<file path="src/rtl/backend_selector_rr_least_conn_defines.svh">
// Assertion macros used by the backend selector top level.
`ifndef BACKEND_SELECTOR_RR_LEAST_CONN_DEFINES_SVH
`define BACKEND_SELECTOR_RR_LEAST_CONN_DEFINES_SVH

`ifndef SYNTHESIS

// Same-cycle implication.
`define BSRL_ASSERT_IMP(label, clk, rst_n, ante, cons) \
	label: assert property (@(posedge clk) disable iff (!(rst_n)) (ante) |-> (cons)) \
		else $error("bsrl assertion failed");

// Next-cycle implication.
`define BSRL_ASSERT_NXT(label, clk, rst_n, ante, cons) \
	label: assert property (@(posedge clk) disable iff (!(rst_n)) (ante) |=> (cons)) \
		else $error("bsrl assertion failed");

`else

`define BSRL_ASSERT_IMP(label, clk, rst_n, ante, cons)
`define BSRL_ASSERT_NXT(label, clk, rst_n, ante, cons)

`endif

`endif

</file>
<file path="src/rtl/bsrl_pkg.sv">
// Package for the backend selector: sizes, codes and inter-module structs.
`default_nettype none

package bsrl_pkg;

	localparam int MAX_BACKENDS = 8;
	localparam int COUNT_WIDTH  = 16;
	localparam int IDX_W        = 3;  // backend_index / chosen_backend field width
	localparam int N_W          = 4;  // backend_count register width
	localparam int CFG_IDX_W    = 2;
	localparam int CFG_DATA_W   = 4;

	localparam logic [CFG_IDX_W-1:0] REG_BACKEND_COUNT = CFG_IDX_W'(0);
	localparam logic [CFG_IDX_W-1:0] REG_STRATEGY_MODE = CFG_IDX_W'(1);

	typedef enum logic [1:0] {
		FUNC_SELECT = 2'd0,
		FUNC_HEALTH = 2'd1,
		FUNC_INC    = 2'd2,
		FUNC_DEC    = 2'd3
	} func_t;

	typedef enum logic [1:0] {
		ST_IDLE,
		ST_SCAN,
		ST_HOLD
	} state_t;

	// Scan word handed from cell to cell.
	typedef struct packed {
		logic                   tok;
		logic                   have_hi;   // first healthy at or after the pointer
		logic [IDX_W-1:0]       idx_hi;
		logic                   have_lo;   // first healthy before the pointer
		logic [IDX_W-1:0]       idx_lo;
		logic                   have_min;  // least-connections candidate
		logic [IDX_W-1:0]       idx_min;
		logic [COUNT_WIDTH-1:0] cnt_min;
	} link_t;

	// Broadcast scan context.
	typedef struct packed {
		logic [N_W-1:0]   n;
		logic [IDX_W-1:0] start;
	} scan_ctx_t;

	// Broadcast state update.
	typedef struct packed {
		logic             en;
		func_t            func;
		logic [IDX_W-1:0] idx;
		logic             healthy;
	} upd_t;

endpackage

`default_nettype wire

</file>
<file path="src/rtl/backend_selector_rr_least_conn.sv">
// Backend selector top level: round robin or least connections over a chain of cells.
//
// Input channel (in_valid / in_stall) takes one command word: select, set health,
// increment or decrement the connection count of backend_index. Only a select
// produces an output word (found, chosen_backend) on out_valid / out_stall.
// Updates take effect at the accepting edge; the next word may follow in the next cycle.
// A select launches a scan word through the row of MAX_BACKENDS cells, one cell a
// cycle, and its result is loaded into the output register as the word leaves the
// last cell; in_stall is held high until then, so the next select waits for that scan.
// Updates are taken one a cycle while no select is in flight.
// If the output word is still stalled when a scan finishes, the result is parked and
// in_stall stays high until the output register frees. A word may be accepted while
// a previous output word waits.
// The user must write configuration (cfg_wr_en, cfg_index, cfg_data) only while idle;
// the block does not enforce it. Writing backend_count clears the rotation pointer.
// Reset: all backends healthy, counts zero, pointer zero, backend_count 0, round robin.
`default_nettype none

`include "backend_selector_rr_least_conn_defines.svh"

module backend_selector_rr_least_conn
	import bsrl_pkg::*;
(
	input  wire logic                  clk,
	input  wire logic                  arst_n,
	input  wire logic                  in_valid,
	output logic                       in_stall,
	input  wire logic [1:0]            func,
	input  wire logic [IDX_W-1:0]      backend_index,
	input  wire logic                  healthy,
	output logic                       out_valid,
	input  wire logic                  out_stall,
	output logic                       found,
	output logic [IDX_W-1:0]           chosen_backend,
	input  wire logic                  cfg_wr_en,
	input  wire logic [CFG_IDX_W-1:0]  cfg_index,
	input  wire logic [CFG_DATA_W-1:0] cfg_data
);

	state_t             state_q, state_nxt;
	logic [N_W-1:0]     count_q;
	logic               mode_q;
	logic [IDX_W-1:0]   ptr_q;
	logic [N_W-1:0]     n_eff;
	logic               out_valid_q;
	logic               found_q;
	logic [IDX_W-1:0]   chosen_q;
	logic               res_found_q;
	logic [IDX_W-1:0]   res_idx_q;

	logic               accept;
	func_t              cmd;
	scan_ctx_t          ctx;
	upd_t               upd;
	link_t              link [MAX_BACKENDS+1];
	logic [MAX_BACKENDS-1:0] tok_v;
	link_t              last;
	logic               done;
	logic               sel_found;
	logic [IDX_W-1:0]   sel_idx;
	logic               out_free;
	logic               load_scan;
	logic               load_hold;
	logic               park;
	logic [N_W-1:0]     ptr_inc;

	assign n_eff  = (count_q > N_W'(MAX_BACKENDS)) ? N_W'(MAX_BACKENDS) : count_q;
	assign cmd    = func_t'(func);
	assign accept = in_valid && !in_stall;

	assign ctx.n     = n_eff;
	assign ctx.start = ptr_q;

	assign upd.en      = accept && (cmd != FUNC_SELECT) && ({1'b0, backend_index} < n_eff);
	assign upd.func    = cmd;
	assign upd.idx     = backend_index;
	assign upd.healthy = healthy;

	always_comb begin
		link[0]     = '0;
		link[0].tok = accept && (cmd == FUNC_SELECT);
	end

	for (genvar g = 0; g < MAX_BACKENDS; g++) begin : g_cell
		bsrl_cell u_cell (
			.clk      (clk),
			.arst_n   (arst_n),
			.cell_idx (IDX_W'(g)),
			.ctx      (ctx),
			.upd      (upd),
			.link_in  (link[g]),
			.link_out (link[g+1])
		);
		assign tok_v[g] = link[g+1].tok;
	end

	assign last = link[MAX_BACKENDS];
	assign done = (state_q == ST_SCAN) && last.tok;

	always_comb begin
		if (mode_q) begin
			sel_found = last.have_min;
			sel_idx   = last.idx_min;
		end else begin
			sel_found = last.have_hi || last.have_lo;
			sel_idx   = last.have_hi ? last.idx_hi : last.idx_lo;
		end
		if (!sel_found) sel_idx = '0;
	end

	assign out_free = !out_valid_q || !out_stall;
	assign ptr_inc  = {1'b0, ptr_q} + N_W'(1);

	always_comb begin
		state_nxt = state_q;
		load_scan = 1'b0;
		load_hold = 1'b0;
		park      = 1'b0;
		case (state_q)
			ST_IDLE: begin
				if (accept && (cmd == FUNC_SELECT)) state_nxt = ST_SCAN;
			end
			ST_SCAN: begin
				if (done) begin
					if (out_free) begin
						load_scan = 1'b1;
						state_nxt = ST_IDLE;
					end else begin
						park      = 1'b1;
						state_nxt = ST_HOLD;
					end
				end
			end
			ST_HOLD: begin
				if (out_free) begin
					load_hold = 1'b1;
					state_nxt = ST_IDLE;
				end
			end
			default: state_nxt = ST_IDLE;
		endcase
	end

	assign in_stall = (state_q != ST_IDLE);

	always_ff @(posedge clk or negedge arst_n) begin
		if (!arst_n) begin
			state_q <= ST_IDLE;
		end else begin
			state_q <= state_nxt;
		end
	end

	always_ff @(posedge clk or negedge arst_n) begin
		if (!arst_n) begin
			count_q <= '0;
			mode_q  <= 1'b0;
			ptr_q   <= '0;
		end else begin
			if (cfg_wr_en && (cfg_index == REG_BACKEND_COUNT)) begin
				count_q <= cfg_data[N_W-1:0];
				ptr_q   <= '0;
			end else if (done && !mode_q && sel_found) begin
				ptr_q <= (ptr_inc == n_eff) ? '0 : ptr_inc[IDX_W-1:0];
			end
			if (cfg_wr_en && (cfg_index == REG_STRATEGY_MODE)) begin
				mode_q <= cfg_data[0];
			end
		end
	end

	always_ff @(posedge clk or negedge arst_n) begin
		if (!arst_n) begin
			out_valid_q <= 1'b0;
		end else if (load_scan || load_hold) begin
			out_valid_q <= 1'b1;
		end else if (!out_stall) begin
			out_valid_q <= 1'b0;
		end
	end

	always_ff @(posedge clk) begin
		if (load_scan) begin
			found_q  <= sel_found;
			chosen_q <= sel_idx;
		end else if (load_hold) begin
			found_q  <= res_found_q;
			chosen_q <= res_idx_q;
		end
		if (park) begin
			res_found_q <= sel_found;
			res_idx_q   <= sel_idx;
		end
	end

	assign out_valid      = out_valid_q;
	assign found          = found_q;
	assign chosen_backend = chosen_q;

	// a select starts a scan
	`BSRL_ASSERT_NXT(a_sel_scans, clk, arst_n, accept && (cmd == FUNC_SELECT), state_q == ST_SCAN)
	// only one scan word in the chain
	`BSRL_ASSERT_IMP(a_one_tok, clk, arst_n, 1'b1, $onehot0(tok_v))
	// scan word leaves the chain only while scanning
	`BSRL_ASSERT_IMP(a_tok_scan, clk, arst_n, last.tok, state_q == ST_SCAN)
	// pointer stays reduced
	`BSRL_ASSERT_IMP(a_ptr_range, clk, arst_n, n_eff != '0, ptr_inc <= n_eff)
	// no backend reported when none found
	`BSRL_ASSERT_IMP(a_zero_idx, clk, arst_n, out_valid_q && !found_q, chosen_q == '0)

endmodule

`default_nettype wire

</file>
<file path="src/rtl/bsrl_cell.sv">
// One backend cell: health bit, connection count and one stage of the scan chain.
`default_nettype none

module bsrl_cell
	import bsrl_pkg::*;
(
	input  wire logic             clk,
	input  wire logic             arst_n,
	input  wire logic [IDX_W-1:0] cell_idx,
	input  wire scan_ctx_t        ctx,
	input  wire upd_t             upd,
	input  wire link_t            link_in,
	output link_t                 link_out
);

	logic                   health_q;
	logic [COUNT_WIDTH-1:0] cnt_q;
	logic                   tok_q;
	link_t                  link_q;
	link_t                  link_nxt;
	logic                   live;
	logic                   hit;

	assign hit  = upd.en && (upd.idx == cell_idx);
	assign live = health_q && ({1'b0, cell_idx} < ctx.n);

	always_ff @(posedge clk or negedge arst_n) begin
		if (!arst_n) begin
			health_q <= 1'b1;
			cnt_q    <= '0;
		end else if (hit) begin
			case (upd.func)
				FUNC_HEALTH: health_q <= upd.healthy;
				FUNC_INC:    if (cnt_q != {COUNT_WIDTH{1'b1}}) cnt_q <= cnt_q + COUNT_WIDTH'(1);
				FUNC_DEC:    if (cnt_q != '0) cnt_q <= cnt_q - COUNT_WIDTH'(1);
				default:     ;
			endcase
		end
	end

	always_comb begin
		link_nxt = link_in;
		if (live && !link_in.have_hi && (cell_idx >= ctx.start)) begin
			link_nxt.have_hi = 1'b1;
			link_nxt.idx_hi  = cell_idx;
		end
		if (live && !link_in.have_lo && (cell_idx < ctx.start)) begin
			link_nxt.have_lo = 1'b1;
			link_nxt.idx_lo  = cell_idx;
		end
		// strict less: ties stay with the lower index
		if (live && (!link_in.have_min || (cnt_q < link_in.cnt_min))) begin
			link_nxt.have_min = 1'b1;
			link_nxt.idx_min  = cell_idx;
			link_nxt.cnt_min  = cnt_q;
		end
	end

	always_ff @(posedge clk or negedge arst_n) begin
		if (!arst_n) begin
			tok_q <= 1'b0;
		end else begin
			tok_q <= link_in.tok;
		end
	end

	always_ff @(posedge clk) begin
		link_q <= link_nxt;
	end

	always_comb begin
		link_out     = link_q;
		link_out.tok = tok_q;
	end

endmodule

`default_nettype wire

</file>
<file path="config.mk">
export PLATFORM = sky130hd
export DESIGN_NAME = backend_selector_rr_least_conn
export DESIGN_NICKNAME = d
export VERILOG_FILES = /design/src/rtl/bsrl_pkg.sv /design/src/rtl/backend_selector_rr_least_conn.sv /design/src/rtl/bsrl_cell.sv
export VERILOG_INCLUDE_DIRS = /design/src /design/src/rtl
export SDC_FILE = /design/constraint.sdc
export NUM_CORES = 1
export LEC_CHECK = 0
export ABC_CLOCK_PERIOD_IN_PS = 8800
export CORE_ASPECT_RATIO = 1.5
export CORE_MARGIN = 2
export CORE_UTILIZATION = 40
export CTS_CLUSTER_SIZE = 10
export DETAILED_ROUTE_END_ITERATION = 16
export DONT_BUFFER_PORTS = 1
export PLACE_DENSITY_LB_ADDON = 0.3
export SYNTH_ARGS = -nofsm -noshare
export SYNTH_HDL_FRONTEND = slang
export SYNTH_SLANG_ARGS = --single-unit
</file>
<file path="constraint.sdc">
create_clock -name clk -period 8.8 [get_ports clk]
set_input_delay 0.44 -clock clk [delete_from_list [all_inputs] [get_ports clk]]
set_output_delay 0.44 -clock clk [all_outputs]
set_load 0.01 [all_outputs]
</file>
Word level (Yosys, flattened, before mapping)
Cells that the tools add are included.

Input bits: 17. Word-level logic and storage cells: 370. Flip-flop bits (word level): 371. Output and inout bits: 6.

Magnitude comparators: 33. Equality and inequality tests: 42. Add/subtract/negate cells: 17. Reduce and logical (&&, ||, !) cells: 131. Mux-type cells: 59.

Operators with widths (number): two-way mux 16 bit (22); case mux 16 bit (2 select lines) (8); adder 16 x 1 -> 16 bit, second input constant (8); inequality test 16 bit, second input constant (8); nonzero test 16 bit (8); subtractor 16 x 1 -> 16 bit, second input constant (8); < comparator 16 bit (7); logical AND 1 bit (62); inequality test 2 x 1 -> 1 bit, second input constant (18); AND reduction 4 bit (8); zero test 1 bit (25); two-way mux 3 bit (8); two-way mux 20 bit (1); < comparator 3 x 4 -> 1 bit, first input constant (4); AND reduction 2 bit (8); == test 3 bit, second input constant (4); greater-or-equal comparator 3 bit, first input constant (4); < comparator 3 bit, first input constant (4); two-way mux 1 bit (12); two-way mux 4 bit (3); logical OR 1 bit (10); nonzero test 2 bit (5); < comparator 1 x 4 -> 1 bit, first input constant (2); < comparator 2 x 4 -> 1 bit, first input constant (2); other kinds (18) (33).

Longest topological paths before layout
Word-level depth: 7. Gate-level depth with buffers: 13. Mapped depth without buffers: 11.

By module
A second synthesis with hierarchy kept.

Cells, all modules: 2483. Area total of the unflattened synthesis: 24343.3 µm².

Modules (own cells, without submodules): bsrl_cell at g_cell[0].u_cell ... (cells an instance 290, sequential area each 1012.2 µm², area an instance 2869.0 µm², times used 4); bsrl_cell at g_cell[1].u_cell (cells an instance 310, sequential area each 1012.2 µm², area an instance 2991.6 µm², times used 1); bsrl_cell at g_cell[6].u_cell (cells an instance 304, sequential area each 1012.2 µm², area an instance 2975.4 µm², times used 1); bsrl_cell at g_cell[7].u_cell (cells an instance 300, sequential area each 1012.2 µm², area an instance 2931.6 µm², times used 1); bsrl_cell at g_cell[2].u_cell (cells an instance 288, sequential area each 1012.2 µm², area an instance 2865.2 µm², times used 1); backend_selector_rr_least_conn (cells an instance 121, sequential area each 515.5 µm², area an instance 1103.6 µm², times used 1).

Worst setup path after synthesis
No wires, ideal clock.

Path kind: in2reg. Start: in func[0]. End: reg g_cell[7].u_cell.cnt_q[14]. Stages on the path: 13. Path slack: 2566 ps. Required time: 8729 ps. Path buffers: 2. Arrival: 6164 ps. Setup time: 71 ps. Cell sequence: clkbuf_1 -> nand2_1 -> inv_1 -> buf_1 -> ha_1 -> a21o_1 -> a21oi_1 -> o21bai_1 -> a211oi_1 -> nor4_1 -> a2111oi_0 -> mux2_2 -> nand4_1.

Cells in the longest elaborated chain, start to end: 5. Elaborated cells between the ends (all ways): 11. Those cells by class: eq/ne: 4; mux: 1; reduce/logical: 6.

Ends and longest elaborated chain: from (decl) (RTL line backend_selector_rr_least_conn.sv:28) `input wire logic [1:0] func,`; nonzero test 2 bit (RTL line backend_selector_rr_least_conn.sv:74) `assign upd.en = accept && (cmd != FUNC_SELECT) && ({1'b0, backend_index} < n_eff);`; logical AND 1 bit (2 in a row) (RTL line backend_selector_rr_least_conn.sv:74); logical AND 1 bit (RTL line bsrl_cell.sv:24) `assign hit = upd.en && (upd.idx == cell_idx);`; AND reduction 4 bit (no source line); to (signal assigned) (RTL line bsrl_cell.sv:34) `FUNC_INC: if (cnt_q != {COUNT_WIDTH{1'b1}}) cnt_q <= cnt_q + COUNT_WIDTH'(1);`; to (signal assigned) (RTL line bsrl_cell.sv:35) `FUNC_DEC: if (cnt_q != '0) cnt_q <= cnt_q - COUNT_WIDTH'(1);`; to (decl) (RTL line bsrl_cell.sv:17) `logic [COUNT_WIDTH-1:0] cnt_q;`.

Parallel ways exist; a longest one is shown, timed or not. A chain may end at the register's enable or synchronous reset.

Final worst setup path
Start: reg count_q[3]. End: reg g_cell[6].u_cell.cnt_q[15].

Cells in the longest elaborated chain, start to end: 6.

Ends and longest elaborated chain: from (decl) (RTL line backend_selector_rr_least_conn.sv:41) `logic [N_W-1:0] count_q;`; from (signal assigned) (RTL line backend_selector_rr_least_conn.sv:161) `count_q <= cfg_data[N_W-1:0];`; greater-than comparator 4 bit (RTL line backend_selector_rr_least_conn.sv:67) `assign n_eff = (count_q > N_W'(MAX_BACKENDS)) ? N_W'(MAX_BACKENDS) : count_q;`; two-way mux 4 bit (*) (RTL line backend_selector_rr_least_conn.sv:67); < comparator 3 x 4 -> 1 bit (*) (RTL line backend_selector_rr_least_conn.sv:74); logical AND 1 bit (*) (RTL line backend_selector_rr_least_conn.sv:74); logical AND 1 bit (*) (RTL line bsrl_cell.sv:24); AND reduction 4 bit (no source line) (*); to (signal assigned) (RTL line bsrl_cell.sv:34); to (signal assigned) (RTL line bsrl_cell.sv:35); to (decl) (RTL line bsrl_cell.sv:17).

Mark *: on every way between the ends. The rest lies on a longest branch, timed or not.

==> reports/qor.txt <==
status: complete, no violations
CTS tree: yes
Yosys warning count: 0
Tmin final: 3.89 ns
fin. max-slew vios: 0
clock sink count: 350
combinational share of power: 0.442
net switching power: 3350 µW
Antenna Nets Post-Route: 0
initial antenna violation count: 1
Post-Syn Area: 22100 µm²
crit path max-delay cell type: nor4_2
top-area cell type share of the netlist area: 0.170
delay-heaviest family, CP: simple AND/OR/NAND/NOR gates
crit end category: flip-flop
FMAX: 257 MHz
M1 GR Usage: 0.208
synth unique cells: 79
GRT overflow: 0
vias in the first global route: 18000
via/cell ratio: 5.81
core area: 54700 µm²
pin count of the biggest net entering global routing: 156
Final WS setup: 4.91 ns
port bufs: 0
H-tree lvl count: 2
post-cts sizing count: 0
routed wire length: 56.2 mm
CTS Buffer Depth: 3
post-synth top area cell: dfxtp_1
commonest cells after routing, fill and taps aside: 222 x ha_1, 187 x dfxtp_1, 159 x inv_1
via count: 17800
Worst R2R Start: count_q[3]$_DFFE_PN0P_
class of the worst hold path: in2reg
max_cap viols: 0
Post-CTS Setup Bufs: 0
# DRC: 0
Sw Ratio: 0.429
PwrDens: 324 nW/µm²
I/O pin cnt: 23
die area: 57100 µm²
number of DRC markers in iteration 0: 1059
register area share after synthesis: 0.357
Site Rows: 105
Avg Synthesized Cell Area: 9.33 µm²
GR peak layer: met2
cts hold-fix bufs: 4
Top FF cell, synth: dfxtp_1
GP Congestion: 0.855
leading post-synthesis cells by cell area: dfxtp_1 17%, dfrtp_1 17%, ha_1 13%
Die H: 292 µm
CTS Root Cell: clkbuf_16
CP max FO: 19
first-pass GRT wire length: 90.9 mm
dpl ws: 4.58 ns
commonest non-fill, non-tap cell in the layout: ha_1
Area Growth Syn to Fin: 9.15%
Int Power: 4460 µW
post-synth net total: 2614
RSZ-0062 raised after global routing: no
Rel. slew slack: 0.0770
setup violators final: 0
power share of the clock group: 0.207
Final period util: 0.442
Worst setup SP type: flip-flop
Num CTS Buffers: 42
worst stage delay on the critical path: 1.04 ns
WP data required: 9.29 ns
Async SR Flop Fraction: 0.443
DP Wirelength: 40.5 mm
EDFF count, synth: 8
WP buf/inv: 2
Hold Crit Start: cfg_data[3]
met3 usage: 0.0198
Tot GR Track Use: 0.195
Worst Path Class, Setup: reg2reg
Pre-antenna DRT Iters: 6
Clk Latency, worst-skew pair: 0.56 ns
data arrival time of the worst path: 4.38 ns
Pleak: 0.0105 µW
met2 Use GR: 0.372
Flop pwr share: 0.351
CP dominant cell by count: buf_4
width of the die: 196 µm
flip-flop and latch count after synthesis: 350
Initial Utilization: 0.404
Layout Skew: 0.0309 ns
crit-path cells: nand2b_1 > ha_1 > a21o_1 > a21oi_2 > o2111ai_2 > buf_4 > nor4_2 > buf_4 > nor4b_1 > o211ai_1 > nand4_1
setup total negative slack: 0 ns
Syn Inst Count: 2367
Final Hold Fails: 0
DR WL/cell: 18.3 µm
Nets: 2593
clock input transition at the sequential cells of the worst setup and hold paths: 0.06 ns
Critical Path Source: count_q[3]$_DFFE_PN0P_
Worst VDD drop: 163 µV
Slew @ Worst Pin: 1.38 ns
share of layout cells above drive strength 1: 0.108
## per-layer routing
layer	vias to the layer above	routed length, µm
li1	8730	-
met1	8565	21400
met2	383	29900
met3	159	1610
met4	2	3210
met5	-	13
## synth_stat cells (27+ instances only)
cell and count:
ha_1 222, xnor2_1 74, nor2_1 137, dfrtp_1 147, a31oi_1 41, dfxtp_1 187, nand2b_1 40, nand3b_1 37
inv_1 160, nor4_1 38, nand2_1 120, clkbuf_1 56, nand4_1 80, mux2_2 132, nor3_1 47, o2111ai_1 55
xor2_1 27, a21oi_1 82, o21ai_0 104, nand3_1 89, a21o_1 72
## registers in the layout, summed over array words and instances (netlist names)
name,count
g_cell.u_cell.tok_q,8
found,1
count_q,4
out_valid,1
mode_q,1
res_idx_q,3
res_found_q,1
g_cell.u_cell.health_q,8
state_q,2
chosen_backend,3
g_cell.u_cell.cnt_q,128
g_cell.u_cell.link_out,187
ptr_q,3
## power groups by stage
stage / sequential (µW) / combinational (µW) / clock (µW)
3_3_place_gp: 2750 / 3290 / 0
3_5_place_dp: 2760 / 3400 / 0
5_1_grt: 2800 / 3870 / 1730
6_report: 2740 / 3450 / 1620
4_1_cts: 2730 / 3450 / 1660
2_1_floorplan: 2460 / 2770 / 0
## cells by family after synthesis
logic type,share of synthesized area
muxes,0.0773
buffers and inverters,0.0444
adders and majority gates,0.133
AOI/OAI and AO/OA,0.169
DFF,0.357
xor gates and xnor gates,0.0401
and+or+nand+nor,0.179
## stage by stage
| stage | cells | utilization | hold slack [ns] | power, µW | area [µm²] |
|---|---|---|---|---|---|
| 2_1_floorplan | 2367 | - | 0.144 | 5230 | 22100 |
| 3_3_place_gp | 2993 | 0.417 | 0.167 | 6040 | 22800 |
| 3_5_place_dp | 2993 | 0.417 | 0.166 | 6160 | 22800 |
| 4_1_cts | 3071 | 0.441 | 0.00380 | 7840 | 24100 |
| 5_1_grt | 3071 | 0.441 | 0.0124 | 8390 | 24100 |
| 6_report | 3072 | 0.441 | 0.0338 | 7810 | 24100 |
## cell type report
cell class | instances | area, µm²
Inverter | 162 | 611
Clock buffer | 70 | 1210
Multi-Input combinational cell | 1767 | 13300
Timing Repair Buffer | 23 | 200
Antenna cell | 1 | 2.50
Clock inverter | 4 | 60.1
Tap cell | 695 | 870
Sequential cell | 350 | 7870
Fill cell | 5156 | 30500
## final timing paths
path	end	slack [ns]	depth (start not counted)
min in group asynchronous	g_cell[4].u_cell.cnt_q[6]$_DFFE_PN0P_	0.61	2
max	g_cell[6].u_cell.cnt_q[15]$_DFFE_PN0P_	4.91	11
max in group asynchronous	g_cell[0].u_cell.cnt_q[0]$_DFFE_PN0P_	7.49	2
min	count_q[3]$_DFFE_PN0P_	0.03	1
min reg2reg	g_cell[7].u_cell.link_out[21]$_DFF_P_	0.33	0
max reg2reg	g_cell[6].u_cell.cnt_q[15]$_DFFE_PN0P_	4.91	11
No activity file was read; power rests on OpenSTA's default activity.
